`src/cci_pkg.sv`:
```
// Shared types, constants and the chart table of the chart coefficient interpolator.
// Depends on nothing; every other source file imports it.
package cci_pkg;

    // Result codes carried in tuser.
    localparam logic [1:0] ERR_OK   = 2'd0;
    localparam logic [1:0] ERR_MACH = 2'd1;
    localparam logic [1:0] ERR_TEMP = 2'd2;

    // Chart span in Q16.16 raw units (0.05) and its rounding half.
    localparam int SPAN      = 3277;
    localparam int SPAN_HALF = 1638;
    localparam int STORED    = 21;
    // Reciprocals of SPAN: ceil(2^26 / SPAN) and ceil(2^30 / SPAN).
    localparam logic [47:0] RECIP_POS = 48'd20479;
    localparam logic [48:0] RECIP_Y   = 49'd327661;

    localparam logic [17:0] CHART_TAB [0:STORED-1] = '{
        18'd196608, 18'd180023, 18'd167522, 18'd156899, 18'd147350, 18'd138817,
        18'd130512, 18'd122879, 18'd115772, 18'd108953, 18'd102752, 18'd96883,
        18'd91431,  18'd86553,  18'd82019,  18'd77870,  18'd74307,  18'd71383,
        18'd69025,  18'd67155,  18'd65536
    };

    // Per-item control that rides along the divider cells.
    typedef struct packed {
        logic       valid;
        logic [1:0] err;
        logic       neg;
        logic       zero;
        logic       sat;
    } t_meta;

    // Data handed from one divider cell to the next.
    typedef struct packed {
        t_meta        meta;
        logic [61:0]  rem;
        logic [61:0]  den;
        logic [31:0]  quo;
    } t_div_bus;

    // Table read; indexes past the last stored point return that point.
    function automatic logic [17:0] chart_at(input logic [6:0] idx);
        logic [17:0] val;
        if (idx >= 7'(STORED)) begin
            val = CHART_TAB[STORED-1];
        end else begin
            val = CHART_TAB[idx[4:0]];
        end
        return val;
    endfunction

endpackage

```
`src/cci_div_cell.sv`:
```
// One restoring division cell: doubles the partial remainder and settles one quotient bit.
// Depends on cci_pkg.
module cci_div_cell
    import cci_pkg::*;
(
    input  logic     i_clk,
    input  logic     i_rst_n,
    input  logic     i_en,
    input  t_div_bus i_bus,
    output t_div_bus o_bus
);

    t_div_bus    r_bus;
    t_div_bus    n_bus;
    logic [62:0] r2;
    logic        ge;

    // Shift, compare and conditionally subtract the divisor.
    always_comb begin
        r2    = {i_bus.rem, 1'b0};
        ge    = r2 >= {1'b0, i_bus.den};
        n_bus = i_bus;
        if (ge) begin
            n_bus.rem = 62'(r2 - {1'b0, i_bus.den});
        end else begin
            n_bus.rem = r2[61:0];
        end
        n_bus.quo = {i_bus.quo[30:0], ge};
    end

    always_ff @(posedge i_clk) begin
        if (!i_rst_n) begin
            r_bus.meta.valid <= 1'b0;
        end else if (i_en) begin
            r_bus <= n_bus;
        end
    end

    assign o_bus = r_bus;

endmodule

```
`config.mk`:
```
export PLATFORM = sky130hd
export DESIGN_NAME = cci_div_cell
export DESIGN_NICKNAME = d
export VERILOG_FILES = /design/src/cci_pkg.sv /design/src/cci_div_cell.sv
export SDC_FILE = /design/constraint.sdc
export NUM_CORES = 1
export LEC_CHECK = 0
export ABC_AREA = 1
export CORE_MARGIN = 3
export CORE_UTILIZATION = 30
export CTS_BUF_LIST = sky130_fd_sc_hd__clkbuf_16
export DETAILED_ROUTE_END_ITERATION = 10
export DONT_BUFFER_PORTS = 1
export GPL_ROUTABILITY_DRIVEN = 0
export PLACE_DENSITY_LB_ADDON = 0.08
export SLEW_MARGIN = 20
export SYNTH_ARGS = -nofsm -noshare
export SYNTH_HDL_FRONTEND = slang
export SYNTH_SLANG_ARGS = --single-unit
```
`constraint.sdc`:
```
create_clock -name i_clk -period 4.26 [get_ports i_clk]
set_input_delay 0 -clock i_clk [delete_from_list [all_inputs] [get_ports i_clk]]
set_output_delay 0 -clock i_clk [all_outputs]
set_load 0.01 [all_outputs]
```
# Word level (Yosys, flattened, before mapping)
# Cells that the tools add are included.
[totals]
register_bits = 162
in_bits = 165
out_inout_bits = 162
wordCells = 13
[op_classes]
n_addsub = 1
order_cmp = 1
muxes = 1
n_reduce_logical = 1
[op_table]
columns = ["cell", "n"]
rows = [
  [">= comparator 63 x 62 -> 1 bit", 1],
  ["2-to-1 mux 62 bit", 1],
  ["subtractor 62 bit", 1],
  ["AND reduction 2 bit", 1],
]

# Logic depth before layout (Yosys ltp)
[logic_depth]
depth_word = 2
mapped_depth = 17
mapped_depth_nobuf = 17

# Worst setup path before layout
# OpenSTA, ideal clock, no wires.
[synth_path]
path_type = "in2reg"
start = "input port i_rst_n"
end = "register r_bus (netlist bit o_bus[0]), enable pin"
setup_time_ns = 0.513
arrival_time_ns = 3.131
t_required_ns = 3.747
slack_ns = 0.615
cell_stages = 2
path_buffers = 0
cell_sequence = "nand2_1 > inv_1"
[synth_between]
elab_chain_len = 1
[synth_rtl]
columns = ["item", "line_no", "source"]
rows = [
  ["start, declared", "cci_div_cell.sv:7", "input logic i_rst_n,"],
  ["AND reduction 2 bit (no line)", "--", ""],
  ["end signal, assigned", "cci_div_cell.sv:35", "r_bus <= n_bus;"],
  ["end, declared", "cci_div_cell.sv:13", "t_div_bus r_bus;"],
]
# No other way between the ends.
# A chain may end at the register's enable or synchronous reset.

==> results_dict.tcl <==
set metrics [dict create \
    crit_top_cell "nand2_2" \
    area_growth_pct 22.7 \
    clock_skew_ps 0 \
    dr_total_vias 10800 \
    cp_data_required_time_ps 4580 \
    path_clk_slew_ps 70 \
    grt_pass1_wl_um 64600 \
    layout-drive-gt1-share_pct 5.72 \
    ys_warn_count 0 \
    rsz0062_at_grt "false" \
    start_util_pct 30.7 \
    drv_cap 0 \
    yosys.area.top_type "edfxtp_1" \
    p_leak_nw 7.45 \
    clockRootBuffer "clkbuf_16" \
    fillers 4153 \
    synth.avg_cell_area_sq_um 7.16 \
    startpoint_type "primary input" \
    drt-vias-per-instance 4.57 \
    slew_viol_final 0 \
    cts_tree "yes" \
    grt_max_degree 104 \
    core-area_sq_mm 0.0390 \
    die_height_um 206 \
    hold_violations 0 \
    slowest_delay_ps 570 \
    io_buffers 0 \
    antenna_found_initial 0 \
    placed_area_sq_mm 0.0125 \
    crit_fanout 31 \
    cp_top_family "simple AND/OR/NAND/NOR gates" \
    max_slew_margin_pct 31.8 \
    rows 72 \
    clock_sinks 162 \
    min_path_type "primary input to flip-flop" \
    vdd_drop_max_mv 0.257 \
    reg2reg_slack_ps 3020 \
    wirelength_um 43900 \
    crit_cells 15 \
    die-area_sq_mm 0.0424 \
    track_usage_pct 20.7 \
    clock_latency_ps 450 \
    dr.pass1.iters 5 \
    synth_cell_types 32 \
    grt_pass1_vias 10800 \
    crit_start "i_bus[33]" \
    fmax_ghz 0.358 \
    cts-resized-gates 0 \
    dr.first_iter.drc_count 696 \
    die_w_um 206 \
    pin_count 327 \
    r2r_start "o_bus[161]" \
    rr_worst_depth 3 \
    cts.path.max_buffers 2 \
    synth-seq-cells 162 \
    ctsHoldBuffers 161 \
    syn_inst 1674 \
    arrival_ps 3120 \
    fin_crit_sh_pct 65.6 \
    worstPathCellList "dlygate4sd3_1, inv_1, ha_1, nand3_1, nand2_2, nand2_1, nand2_2, nand2_1, nand2_2, nand3_2, nand3_2, nand2_2, buf_4, nand3_2, nand2_1" \
    drt.antenna.violating_nets 0 \
    synth_seq_area_share_pct 40.5 \
    crit_slowest_cell "buf_4" \
    largest_reg_flops 162 \
    numCtsBuffers 17 \
    postCtsSetupBuffers 0 \
    critPathCapture "o_bus[110]" \
    worst_pin_slew_ps 1020 \
    design_area_sq_mm 0.0147 \
    drc 0 \
    outcome "finished clean" \
    fin_nets 2069 \
    critPathBufInv 3 \
    wl_per_cell_um 18.5 \
    diodes 0 \
    grt.overflow.total 0 \
    htreeDepth 4 \
    worstSetupPathType "primary input to flip-flop" \
    min_period_ps 2800 \
    setup_tns_ps 0 \
    yosysTopAreaCellShare_pct 40.4 \
    finalSetupViolations 0 \
    worstReg2RegEnd "o_bus[161]" \
    synth_fp_nets 1902 \
    worst_setup_path_end_kind "flip-flop" \
    dp_hpwl_um 34700 \
    syn_area_sq_mm 0.0120 \
    synth_area_leaders "edfxtp_1, nand2_1, inv_1, ha_1, nand3_1" \
    powerDensity_mw_per_mm2 321 \
]
## report_power, final
group	internal, W	leakage (nW)	switching (W)	total [W]
registers	0.00193	1.51	0.000124	0.00206
clock network	0.000804	0.257	0.000692	0.00150
logic	0.000412	5.68	0.000759	0.00117
## layout make-up
type | instances | area [sq um] | area share, %
multi-input cells | 1114 | 5530 | 37.6
flip-flops and latches | 162 | 4850 | 33.0
repair buffers | 166 | 1670 | 11.4
inverters | 380 | 1430 | 9.74
well taps | 518 | 648 | 4.41
clock buffers | 17 | 425 | 2.89
clock inverters | 15 | 133 | 0.902
## layer usage
layer	global-route usage, %	vias to the layer above	part of all wire [%]
li1	-	5493	-
met3	4.95	44	6.5
met2	32.0	354	43
met4	6.98	0	2.2
met1	28.4	4945	48
met5	0	-	0
## cells by family (layout without fill, tap and decap cells)
kind of cell               Yosys count  after routing  share of synthesized area (%)
xor gates and xnor gates            31             31                           2.27
and+or+nand+nor                    968            968                           34.9
AOI/OAI and AO/OA                   52             52                           2.38
adders and majority gates           63             63                           6.64
DFF                                162            162                           40.5
buffers and inverters              398            578                           13.3
## cells in the final DEF (no fill, tap or decap), types with 2 or more instances in the layout
cell           Yosys  routed
nand2_1          659     659
inv_1            371     370
dlygate4sd3_1      0     161
edfxtp_1         161     161
nand3_1          117     117
nor2_1            96      96
ha_1              62      62
a21oi_1           39      39
nand3_2           32      32
xor2_1            31      31
nand4_1           17      17
clkbuf_16          0      17
nor2_2            11      11
nand2_2            9       9
o21ai_0            9       9
inv_2              8       8
nor3_1             6       6
and2_1             5       5
clkinvlp_4         0       5
nor4_1             4       4
inv_6              0       4
nor3_2             3       3
clkinv_1           1       3
clkinv_4           0       3
buf_4              0       3
and3_1             2       2
nor4_2             2       2
nor2_4             2       2
nand3b_1           2       2
buf_12             0       2
## Yosys cell counts
cell,number
a21o_1,1
clkinv_1,1
buf_2,6
nand3_1,117
o21a_1,1
nand2_1,659
nor4_2,2
and3_1,2
nand3_2,32
nor2_1,96
a21oi_2,1
dfxtp_1,1
nand2_2,9
ha_1,62
xor2_1,31
nor2_2,11
buf_6,12
nor3_1,6
nor4_1,4
nand4_1,17
fa_1,1
nand3_4,1
nor3_2,3
nor2_4,2
o21ai_0,9
a21oi_1,39
a31oi_4,1
inv_2,8
nand3b_1,2
edfxtp_1,161
and2_1,5
inv_1,371
## metrics by stage
stage	hold WS [ps]	power (W)	utilization, %	instances	setup slack (ps)
after floorplan	93.5	0.00282	-	1674	615
after global placement	96.7	0.00313	32.1	2179	1350
after detailed placement	98.3	0.00313	32.1	2179	1320
after CTS	6.25	0.00480	37.7	2372	1480
after global routing	55.2	0.00501	37.7	2372	1170
final	31.8	0.00472	37.7	2372	1460
## tightest hold or removal path, stage by stage
cell and delay, ps:
ha_1 140, nand2_1 60, nand3_1 60, nand2_1 60
## how the worst min path moves through the flow
stage	start	end	slack, ps	cells past startpoint
2_1_floorplan	i_en	o_bus[161]	90	1
3_3_place_gp	i_en	o_bus[161]	100	1
3_5_place_dp	i_en	o_bus[161]	100	1
4_1_cts	i_bus[154]	o_bus[155]	6	4
5_1_grt	i_bus[154]	o_bus[155]	60	4
6_report	i_bus[154]	o_bus[155]	30	4
Note: power is estimated with default switching activity, not from simulation.
