## src/cci_pkg.sv

```systemverilog
// Shared types, constants and the chart table of the chart coefficient interpolator.
// Depends on nothing; every other source file imports it.
package cci_pkg;

    // Result codes carried in tuser.
    localparam logic [1:0] ERR_OK   = 2'd0;
    localparam logic [1:0] ERR_MACH = 2'd1;
    localparam logic [1:0] ERR_TEMP = 2'd2;

    // Chart span in Q16.16 raw units (0.05) and its rounding half.
    localparam int SPAN      = 3277;
    localparam int SPAN_HALF = 1638;
    localparam int STORED    = 21;
    // Reciprocals of SPAN: ceil(2^26 / SPAN) and ceil(2^30 / SPAN).
    localparam logic [47:0] RECIP_POS = 48'd20479;
    localparam logic [48:0] RECIP_Y   = 49'd327661;

    localparam logic [17:0] CHART_TAB [0:STORED-1] = '{
        18'd196608, 18'd180023, 18'd167522, 18'd156899, 18'd147350, 18'd138817,
        18'd130512, 18'd122879, 18'd115772, 18'd108953, 18'd102752, 18'd96883,
        18'd91431,  18'd86553,  18'd82019,  18'd77870,  18'd74307,  18'd71383,
        18'd69025,  18'd67155,  18'd65536
    };

    // Per-item control that rides along the divider cells.
    typedef struct packed {
        logic       valid;
        logic [1:0] err;
        logic       neg;
        logic       zero;
        logic       sat;
    } t_meta;

    // Data handed from one divider cell to the next.
    typedef struct packed {
        t_meta        meta;
        logic [61:0]  rem;
        logic [61:0]  den;
        logic [31:0]  quo;
    } t_div_bus;

    // Table read; indexes past the last stored point return that point.
    function automatic logic [17:0] chart_at(input logic [6:0] idx);
        logic [17:0] val;
        if (idx >= 7'(STORED)) begin
            val = CHART_TAB[STORED-1];
        end else begin
            val = CHART_TAB[idx[4:0]];
        end
        return val;
    endfunction

endpackage

```

## src/cci_interp.sv

```systemverilog
// Clamp and linear interpolation pipeline of the chart coefficient interpolator.
// Depends on cci_pkg.
module cci_interp
    import cci_pkg::*;
#(
    parameter int TABLE_POINTS = 21
) (
    input  logic        i_clk,
    input  logic        i_rst_n,
    input  logic        i_en,
    input  logic        i_valid,
    input  logic [1:0]  i_err,
    input  logic [31:0] i_coord,
    output logic        o_valid,
    output logic [1:0]  o_err,
    output logic [31:0] o_coord,
    output logic [17:0] o_coef
);

    localparam int POS_W = $clog2(SPAN * (TABLE_POINTS - 1) + 1);
    localparam int EST_W = $clog2(TABLE_POINTS + 1);
    localparam int SEG_W = $clog2(TABLE_POINTS);
    localparam int STAGES = 10;

    // Valid, code and coordinate travel alongside the arithmetic.
    logic [STAGES-1:0] r_vld;
    logic [1:0]        r_err   [0:STAGES-1];
    logic [31:0]       r_coord [0:STAGES-1];

    logic [POS_W-1:0]  r_pos1, r_pos2, r_pos3;
    logic [EST_W-1:0]  r_est2, r_est3;
    logic [31:0]       r_prod3;
    logic [SEG_W-1:0]  r_seg4;
    logic [11:0]       r_w4, r_w5;
    logic [17:0]       r_ya5, r_yb5;
    logic [29:0]       r_pa6, r_pb6;
    logic [29:0]       r_y7, r_y8, r_y9;
    logic [17:0]       r_est8, r_est9;
    logic [29:0]       r_prod9;
    logic [17:0]       r_coef;

    logic [11:0]       n_off;
    logic [47:0]       n_prod_pos;
    logic [32:0]       n_diff;
    logic [EST_W-1:0]  n_seg;
    logic [11:0]       n_w;
    logic [48:0]       n_prod_y;

    // Clamp the coordinate to the chart span and shift it to start at zero.
    always_comb begin
        if ($signed(i_coord) < -32'sd3277) begin
            n_off = 12'd0;
        end else if ($signed(i_coord) > 32'sd0) begin
            n_off = 12'(SPAN);
        end else begin
            n_off = 12'(i_coord + 32'(SPAN));
        end
    end

    assign n_prod_pos = 48'(r_pos1) * RECIP_POS;
    assign n_prod_y   = 49'(r_y7) * RECIP_Y;

    // Segment estimate is exact or one high; fix it and handle the top end.
    always_comb begin
        n_diff = 33'(r_pos3) - 33'(r_prod3);
        if (n_diff[32]) begin
            n_seg = r_est3 - EST_W'(1);
            n_w   = 12'(n_diff + 33'(SPAN));
        end else begin
            n_seg = r_est3;
            n_w   = n_diff[11:0];
        end
        if (32'(n_seg) >= 32'(TABLE_POINTS - 1)) begin
            n_seg = EST_W'(TABLE_POINTS - 2);
            n_w   = 12'(SPAN);
        end
    end

    // Control pipeline.
    always_ff @(posedge i_clk) begin
        if (!i_rst_n) begin
            r_vld <= '0;
        end else if (i_en) begin
            r_vld <= {r_vld[STAGES-2:0], i_valid};
        end
    end

    always_ff @(posedge i_clk) begin
        if (i_en) begin
            r_err[0]   <= i_err;
            r_coord[0] <= i_coord;
            for (int i = 1; i < STAGES; i++) begin
                r_err[i]   <= r_err[i-1];
                r_coord[i] <= r_coord[i-1];
            end
        end
    end

    // Arithmetic stages.
    always_ff @(posedge i_clk) begin
        if (i_en) begin
            r_pos1  <= POS_W'(32'(n_off) * 32'(TABLE_POINTS - 1));
            r_est2  <= n_prod_pos[26 +: EST_W];
            r_pos2  <= r_pos1;
            r_prod3 <= 32'(r_est2) * 32'(SPAN);
            r_est3  <= r_est2;
            r_pos3  <= r_pos2;
            r_seg4  <= SEG_W'(n_seg);
            r_w4    <= n_w;
            r_ya5   <= chart_at(7'(r_seg4));
            r_yb5   <= chart_at(7'(r_seg4) + 7'd1);
            r_w5    <= r_w4;
            r_pa6   <= 30'(r_ya5) * 30'(12'(SPAN) - r_w5);
            r_pb6   <= 30'(r_yb5) * 30'(r_w5);
            r_y7    <= r_pa6 + r_pb6 + 30'(SPAN_HALF);
            r_est8  <= n_prod_y[30 +: 18];
            r_y8    <= r_y7;
            r_prod9 <= 30'(r_est8) * 30'(SPAN);
            r_est9  <= r_est8;
            r_y9    <= r_y8;
            if (r_err[STAGES-2] != ERR_OK) begin
                r_coef <= 18'd0;
            end else if (r_prod9 > r_y9) begin
                r_coef <= r_est9 - 18'd1;
            end else begin
                r_coef <= r_est9;
            end
        end
    end

    assign o_valid = r_vld[STAGES-1];
    assign o_err   = r_err[STAGES-1];
    assign o_coord = r_coord[STAGES-1];
    assign o_coef  = r_coef;

endmodule

```

## config.mk

```make
export PLATFORM = sky130hd
export DESIGN_NAME = cci_interp
export DESIGN_NICKNAME = d
export VERILOG_FILES = /design/src/cci_pkg.sv /design/src/cci_interp.sv
export SDC_FILE = /design/constraint.sdc
export NUM_CORES = 2
export LEC_CHECK = 0
export BUFFER_PORTS_ARGS = -buffer_cell sky130_fd_sc_hd__buf_2
export CORE_ASPECT_RATIO = 1.4
export CORE_UTILIZATION = 40
export DETAILED_ROUTE_END_ITERATION = 7
export PLACE_DENSITY = 0.62
export SYNTH_ARGS = -nofsm -noshare
export SYNTH_HDL_FRONTEND = slang
export SYNTH_SLANG_ARGS = --single-unit
export TNS_END_PERCENT = 20
```

## constraint.sdc

```tcl
create_clock -name i_clk -period 11.5 [get_ports i_clk]
set_clock_uncertainty 0.1 [all_clocks]
set_input_delay 1.15 -clock i_clk [delete_from_list [all_inputs] [get_ports i_clk]]
set_output_delay 1.15 -clock i_clk [all_outputs]
set_load 0.01 [all_outputs]
```

# ---- After elaboration in Yosys (flattened, before gate mapping)
# Memory sizes are Yosys's and may differ from the RTL's. A register that Yosys moved wholly into a read port is not among the register bits.
# Index checks and enable logic that the tools add are counted.
dict set report totals {
  regBits 345
  mem_bits_rw 340
  mem_bits_ro 1152
  input_bits 38
  wordCells 55
  memories 4
}
dict set report op_classes {
  addsub 9
  multipliers 7
  n_lt_le_gt_ge 6
  n_mux 7
  bitwise 2
  n_reduce_logical 1
}
# memory words width read_ports rd_ports_with_merged_regs write_ports line
set mem_list {}
lappend mem_list {{(name not given)} 32 18 1 1 0 cci_pkg.sv:48} ;# val = CHART_TAB[idx[4:0]];
lappend mem_list {{(name not given)} 32 18 1 1 0 cci_pkg.sv:48}
lappend mem_list {r_coord 10 32 10 0 10 cci_interp.sv:28} ;# logic [31:0] r_coord [0:STAGES-1];
lappend mem_list {r_err 10 2 10 0 10 cci_interp.sv:27} ;# logic [1:0] r_err [0:STAGES-1];
# cell count
set ops {}
lappend ops {{$mul A30 B19 Y48 const B} 1}
lappend ops {{$mux W12} 3}
lappend ops {{$gt A32 B1 Y1 const B} 1}
lappend ops {{$lt A32 B13 Y1 const B} 1}
lappend ops {{$add A30 B11 Y30 const B} 1}
lappend ops {{$add A30 B30 Y30} 1}
lappend ops {{$gt A30 B30 Y1} 1}
lappend ops {{$mul A18 B12 Y30} 1}
lappend ops {{$mul A18 B12 Y30 const B} 1}
lappend ops {{$mul A19 B13 Y30} 1}
lappend ops {{$mul A15 B15 Y29 const B} 1}
lappend ops {{$mux W18} 1}
lappend ops {{$sub A17 B17 Y18} 1}
lappend ops {{$sub A18 B1 Y18 const B} 1}
lappend ops {{$mul A5 B12 Y17 const B} 1}
lappend ops {{$mul A12 B3 Y15 const B} 1}
lappend ops {{$sub A12 B12 Y13 const A} 1}
lappend ops {{$add A12 B11 Y12 const B} 1}
lappend ops {{$add A12 B12 Y12 const B} 1}
lappend ops {{$not A5 Y6} 2}
lappend ops {{$ge A5 B5 Y1 const B} 2}
lappend ops {{$add A5 B1 Y6 const B} 1}
lappend ops {{$ge A6 B5 Y1 const B} 1}
lappend ops {{$mux W5} 1}
lappend ops {{other kinds (3)} 4}

# ---- Longest topological paths before layout
dict set report logic_depth {
  depth_word 4
  depth_mapped 30
  mapped_depth_nobuf 29
}

# ---- Worst setup path before layout
# No wires, ideal clock.
dict set report synth_path {
  path_kind {register -> register}
  startpoint {reg r_w5[2]}
  endpoint {reg r_pa6[28], data pin}
  arrival_ns 6.960
  path_slack_ns 4.183
  path_stages_with_launch 29
  cell_sequence {edfxtp_1 clkbuf_1 nand3_1 nor3b_1 nor2_1 or3_1 xnor2_1 clkbuf_1 nand2_1 fa_1 fa_1 inv_1 fa_1 fa_1 fa_1 inv_1 fa_1 inv_1 ha_1 clkbuf_1 a21o_1 a21o_1 a21oi_1 a21boi_1 o21bai_1 a41oi_1 a211o_1 a21oi_1 xnor2_1}
}
dict set report synth_via {
  elab_chain_cells 2
}
# item line
set synth_lines {}
lappend synth_lines {{start: declaration} cci_interp.sv:34} ;# logic [11:0] r_w4, r_w5;
lappend synth_lines {{start signal: assignment} cci_interp.sv:112} ;# r_w5 <= r_w4;
lappend synth_lines {{$sub A12 B12 Y13} cci_interp.sv:113} ;# r_pa6 <= 30'(r_ya5) * 30'(12'(SPAN) - r_w5);
lappend synth_lines {{$mul A19 B13 Y30} cci_interp.sv:113}
lappend synth_lines {{end signal: assignment} cci_interp.sv:113}
lappend synth_lines {{end: declaration} cci_interp.sv:36} ;# logic [29:0] r_pa6, r_pb6;
# No other way between the ends.
# A chain may end at the register's enable or synchronous reset.

# ---- Worst setup path in the final report
# Same ends and word-level chain as after synthesis.

==> results by group <==
Status
  • Status: finished, final reports clean

Clocking
  • CTS tree: yes
  • Root Driver: clkbuf_16
  • Resize count post-CTS: 0
  • Post-CTS setup buffer count: 0
  • Post-CTS Hold Buffers: 0
  • Clk buf depth: 3
  • Clk Latency, worst-skew pair: between 0.6 and 0.7 ns
  • CTS buffer count: 75
  • CTS Sinks: 716
  • Worst-path clk slew: 0.06 ns
  • CTS HTree Levels: 3

STA
  • Total negative setup slack: 0 ns
  • WHS: between 0.3 and 0.4 ns
  • Slew margin rel.: between 20 and 25%
  • RSZ-0062 raised after global routing: no
  • Tcrit/Tclk final: 73.4%
  • Clock period minus worst slack: approximately 8.4 ns
  • Max Freq: between 100 and 150 MHz
  • Worst-Margin Slew: 1.17 ns
  • Final Hold Viols: 0
  • Slew Limit Fails: 0
  • Final setup viols: 0

Drt
  • Post-DRT Antenna Nets: 0
  • DRC violations left: 0
  • Routed length per instance: approximately 16 um
  • Via/cell ratio: between 4 and 5
  • Met3 Wirelength: 3470 um
  • Total Routed Length: between 100000 and 150000 um
  • DR top layer: met5
  • Initial DRT Pass Iterations: 7
  • Wl on met1: roughly 45000 um
  • Met2 WL: 66800 um
  • Vias: 35600
  • Iteration-0 DRC Markers: ~1500

Global routing
  • Largest net degree at the start of global routing: between 150 and 200
  • First-pass GRT wire length: a little under 200000 um
  • GRT Util Overall: 16.1%
  • Initial antenna violation count: 12
  • Global route overflow: 0
  • Vias in the first global route: approximately 39000

Logic synthesis
  • Synthesis Warnings: 0
  • Mapped Avg Cell Area: around 12 um2
  • Post-Syn Instances: a little over 5000
  • Synth Flop Type: edfxtp_1
  • Synthesized cell area: a little over 60000 um2
  • Number of distinct library cells after synthesis: 86
  • Part of the Yosys area used for sequential elements: a little over a third
  • Async SR Flop Fraction: 0%
  • Number of enable flip-flop cells after synthesis: 706
  • Synthesized flop and latch total: approximately 720
  • Syn_nets: around 6700

Critical path
  • Worst Path Required: between 10 and 15 ns
  • Crit end category: flip-flop
  • Crit Path Max Fanout: 20
  • Critical Path AT: a little under 9 ns
  • Worst Path Class, Setup: flip-flop to flip-flop
  • Crit path launch type: flip-flop

Placed design
  • DPL Wire Length: around 100000 um
  • Placed Instance Area: ~64000 um2
  • IO buf count: 90
  • Routability-driven placement congestion ratio: ~0.9

Hold path
  • Worst Hold Class: flip-flop to flip-flop

Final layout
  • Nets: between 6000 and 7000
  • Area Growth Syn to Fin: 8.61%
  • Fill count: approximately 14000
  • Design area: 66300 um2
  • Share of cells above drive strength 1: under 10%
  • Fin util: between 40% and 50%

Floorplan
  • Die height: between 400 and 500 um
  • Die width: around 330 um
  • Num ports: just over 90
  • Initial core utilization: 40.3%
  • Core ar.: 151000 um2
  • Die area: approximately 150000 um2
  • Rows: ~170

Flow run
  • Maxcap violations: 0
-- Yosys cell counts (5+ instances only) --
master    number  area [um2]
a211o_1        8        70.1
a211oi_1      26         195
a21boi_1       5        37.5
a21o_1        75         563
a21oi_1      172         861
a31oi_1       13        81.3
a41oi_1        5        43.8
and2_1       123         769
and3_1        11        68.8
and4_1         6        52.6
buf_1          6        22.5
clkbuf_1     102         383
dfxtp_1       10         200
edfxtp_1     706       21200
fa_1         813       16300
ha_1         699        8750
inv_1       1158        4350
mux2i_1       15         150
nand2_1      389        1460
nand2b_1      35         219
nand3_1       33         165
nand3b_1       6        45.0
nand4_1       32         200
nor2_1       151         567
nor2b_1       48         300
nor3_1        47         235
nor3b_1        6        45.0
nor4_1        13        81.3
o211ai_1      16         120
o21a_1        31         233
o21ai_0       68         340
o21ai_1       22         110
o21bai_1      25         188
o22ai_1        5        31.3
o31a_1         6        52.6
o31ai_1       10        75.1
or2_2         15        93.8
or3_1         18         113
or4_1          6        45.0
xnor2_1      131        1150
xor2_1        56         490
-- kinds of logic (layout without fill, tap and decap cells) --
logic type | count (synthesis) | in the layout | synth area share, %
adders and majority gates | 1512 | 1512 | 41.0
buffers and inverters | 1271 | 1411 | 7.83
and+or+nand+nor | 948 | 948 | 7.43
DFF | 716 | 716 | 35.1
AOI/OAI and AO/OA | 534 | 534 | 5.71
xor gates and xnor gates | 187 | 187 | 2.68
muxes | 17 | 17 | 0.283
other | 0 | 5 | 0
-- metal layers --
| layer | vias to the layer above | GRT usage, % |
|---|---|---|
| met1 | 17900 | 17.3 |
| met3 | 236 | 1.93 |
| met2 | 518 | 31.5 |
| li1 | 17000 | - |
| met5 | - | 0 |
| met4 | 14 | 6.17 |
-- critical path: stages (launching register included) --
cell	delay (ns)
edfxtp_1	0.83
nand3_1	0.24
nor3b_1	0.24
nor2_1	0.23
or3_1	0.18
nand3_1	0.62
or2_2	0.57
fa_1	0.46
fa_1	0.49
inv_1	0.05
fa_1	0.49
fa_1	0.43
fa_1	0.49
inv_1	0.06
fa_1	0.50
inv_1	0.04
ha_1	0.37
a21o_1	0.22
a21o_1	0.19
a21oi_1	0.13
a21boi_1	0.11
o21bai_1	0.25
a41oi_1	0.28
a211o_1	0.36
a21oi_1	0.18
xnor2_1	0.08
-- layout make-up --
cell class / count / area [um2] / area share [%]
clock inverters: 39 / 505 / 0.763
inverters: 1160 / 4350 / 6.57
diodes: 5 / 12.5 / 0.0189
repair buffers: 115 / 686 / 1.03
well taps: 1966 / 2460 / 3.71
clock buffers: 97 / 2010 / 3.03
flip-flops and latches: 716 / 21400 / 32.3
multi-input cells: 3198 / 34900 / 52.6
-- through the flow --
stage	setup WS, ns	instances
after global routing	2.54	7294
after floorplan	4.18	5185
after CTS	3.05	7291
after global placement	3.20	7155
final	3.06	7296
after detailed placement	3.06	7155
-- sequential cells by signal, summed over array words and instances, names as in the netlist, 15 cells and up --
signal and flops:
r_yb5 18, r_err 20, r_pa6 30, r_est8 18
r_y8 30, o_coef 18, r_coord 320, r_prod9 28
r_pos3 15, r_pos2 15, r_pos1 15, r_prod3 15
r_ya5 18, r_pb6 30, r_y7 30, r_est9 18
r_y9 30
-- final timing paths --
kind	startpoint	endpoint	slack, ns	depth (start not counted)
setup / recovery	r_w5[2]	r_pa6[28]	3.06	25
setup reg to reg	r_w5[2]	r_pa6[28]	3.06	25
hold / removal	r_pos2[13]	r_pos3[13]	0.31	0
hold reg to reg	r_pos2[13]	r_pos3[13]	0.31	0
-- cells in the final DEF (no fill, tap or decap), types with 7 or more instances in the layout --
cell type	n
nand2b_1	35
or2_2	15
a211o_1	8
ha_1	699
fa_1	813
inv_1	1158
nor3_1	47
nor2b_1	48
nor2_1	151
nand4_1	32
buf_4	22
o21ai_0	68
nor4_1	13
xnor2_1	130
dfxtp_1	10
clkbuf_1	18
or3_1	18
xor2_1	56
o21ai_1	22
bufinv_16	8
a31oi_1	13
o31ai_1	10
a211oi_1	26
and2_1	123
a21oi_1	172
buf_2	89
a21o_1	75
and3_1	11
o211ai_1	16
clkbuf_16	76
o21bai_1	25
clkinv_2	8
nand2_1	389
edfxtp_1	706
o21a_1	31
mux2i_1	15
nand3_1	33
inv_6	7
Power is left out: the tool's default activity adds up to more than one toggle a clock period on the data nets, which glitch-free logic cannot reach.
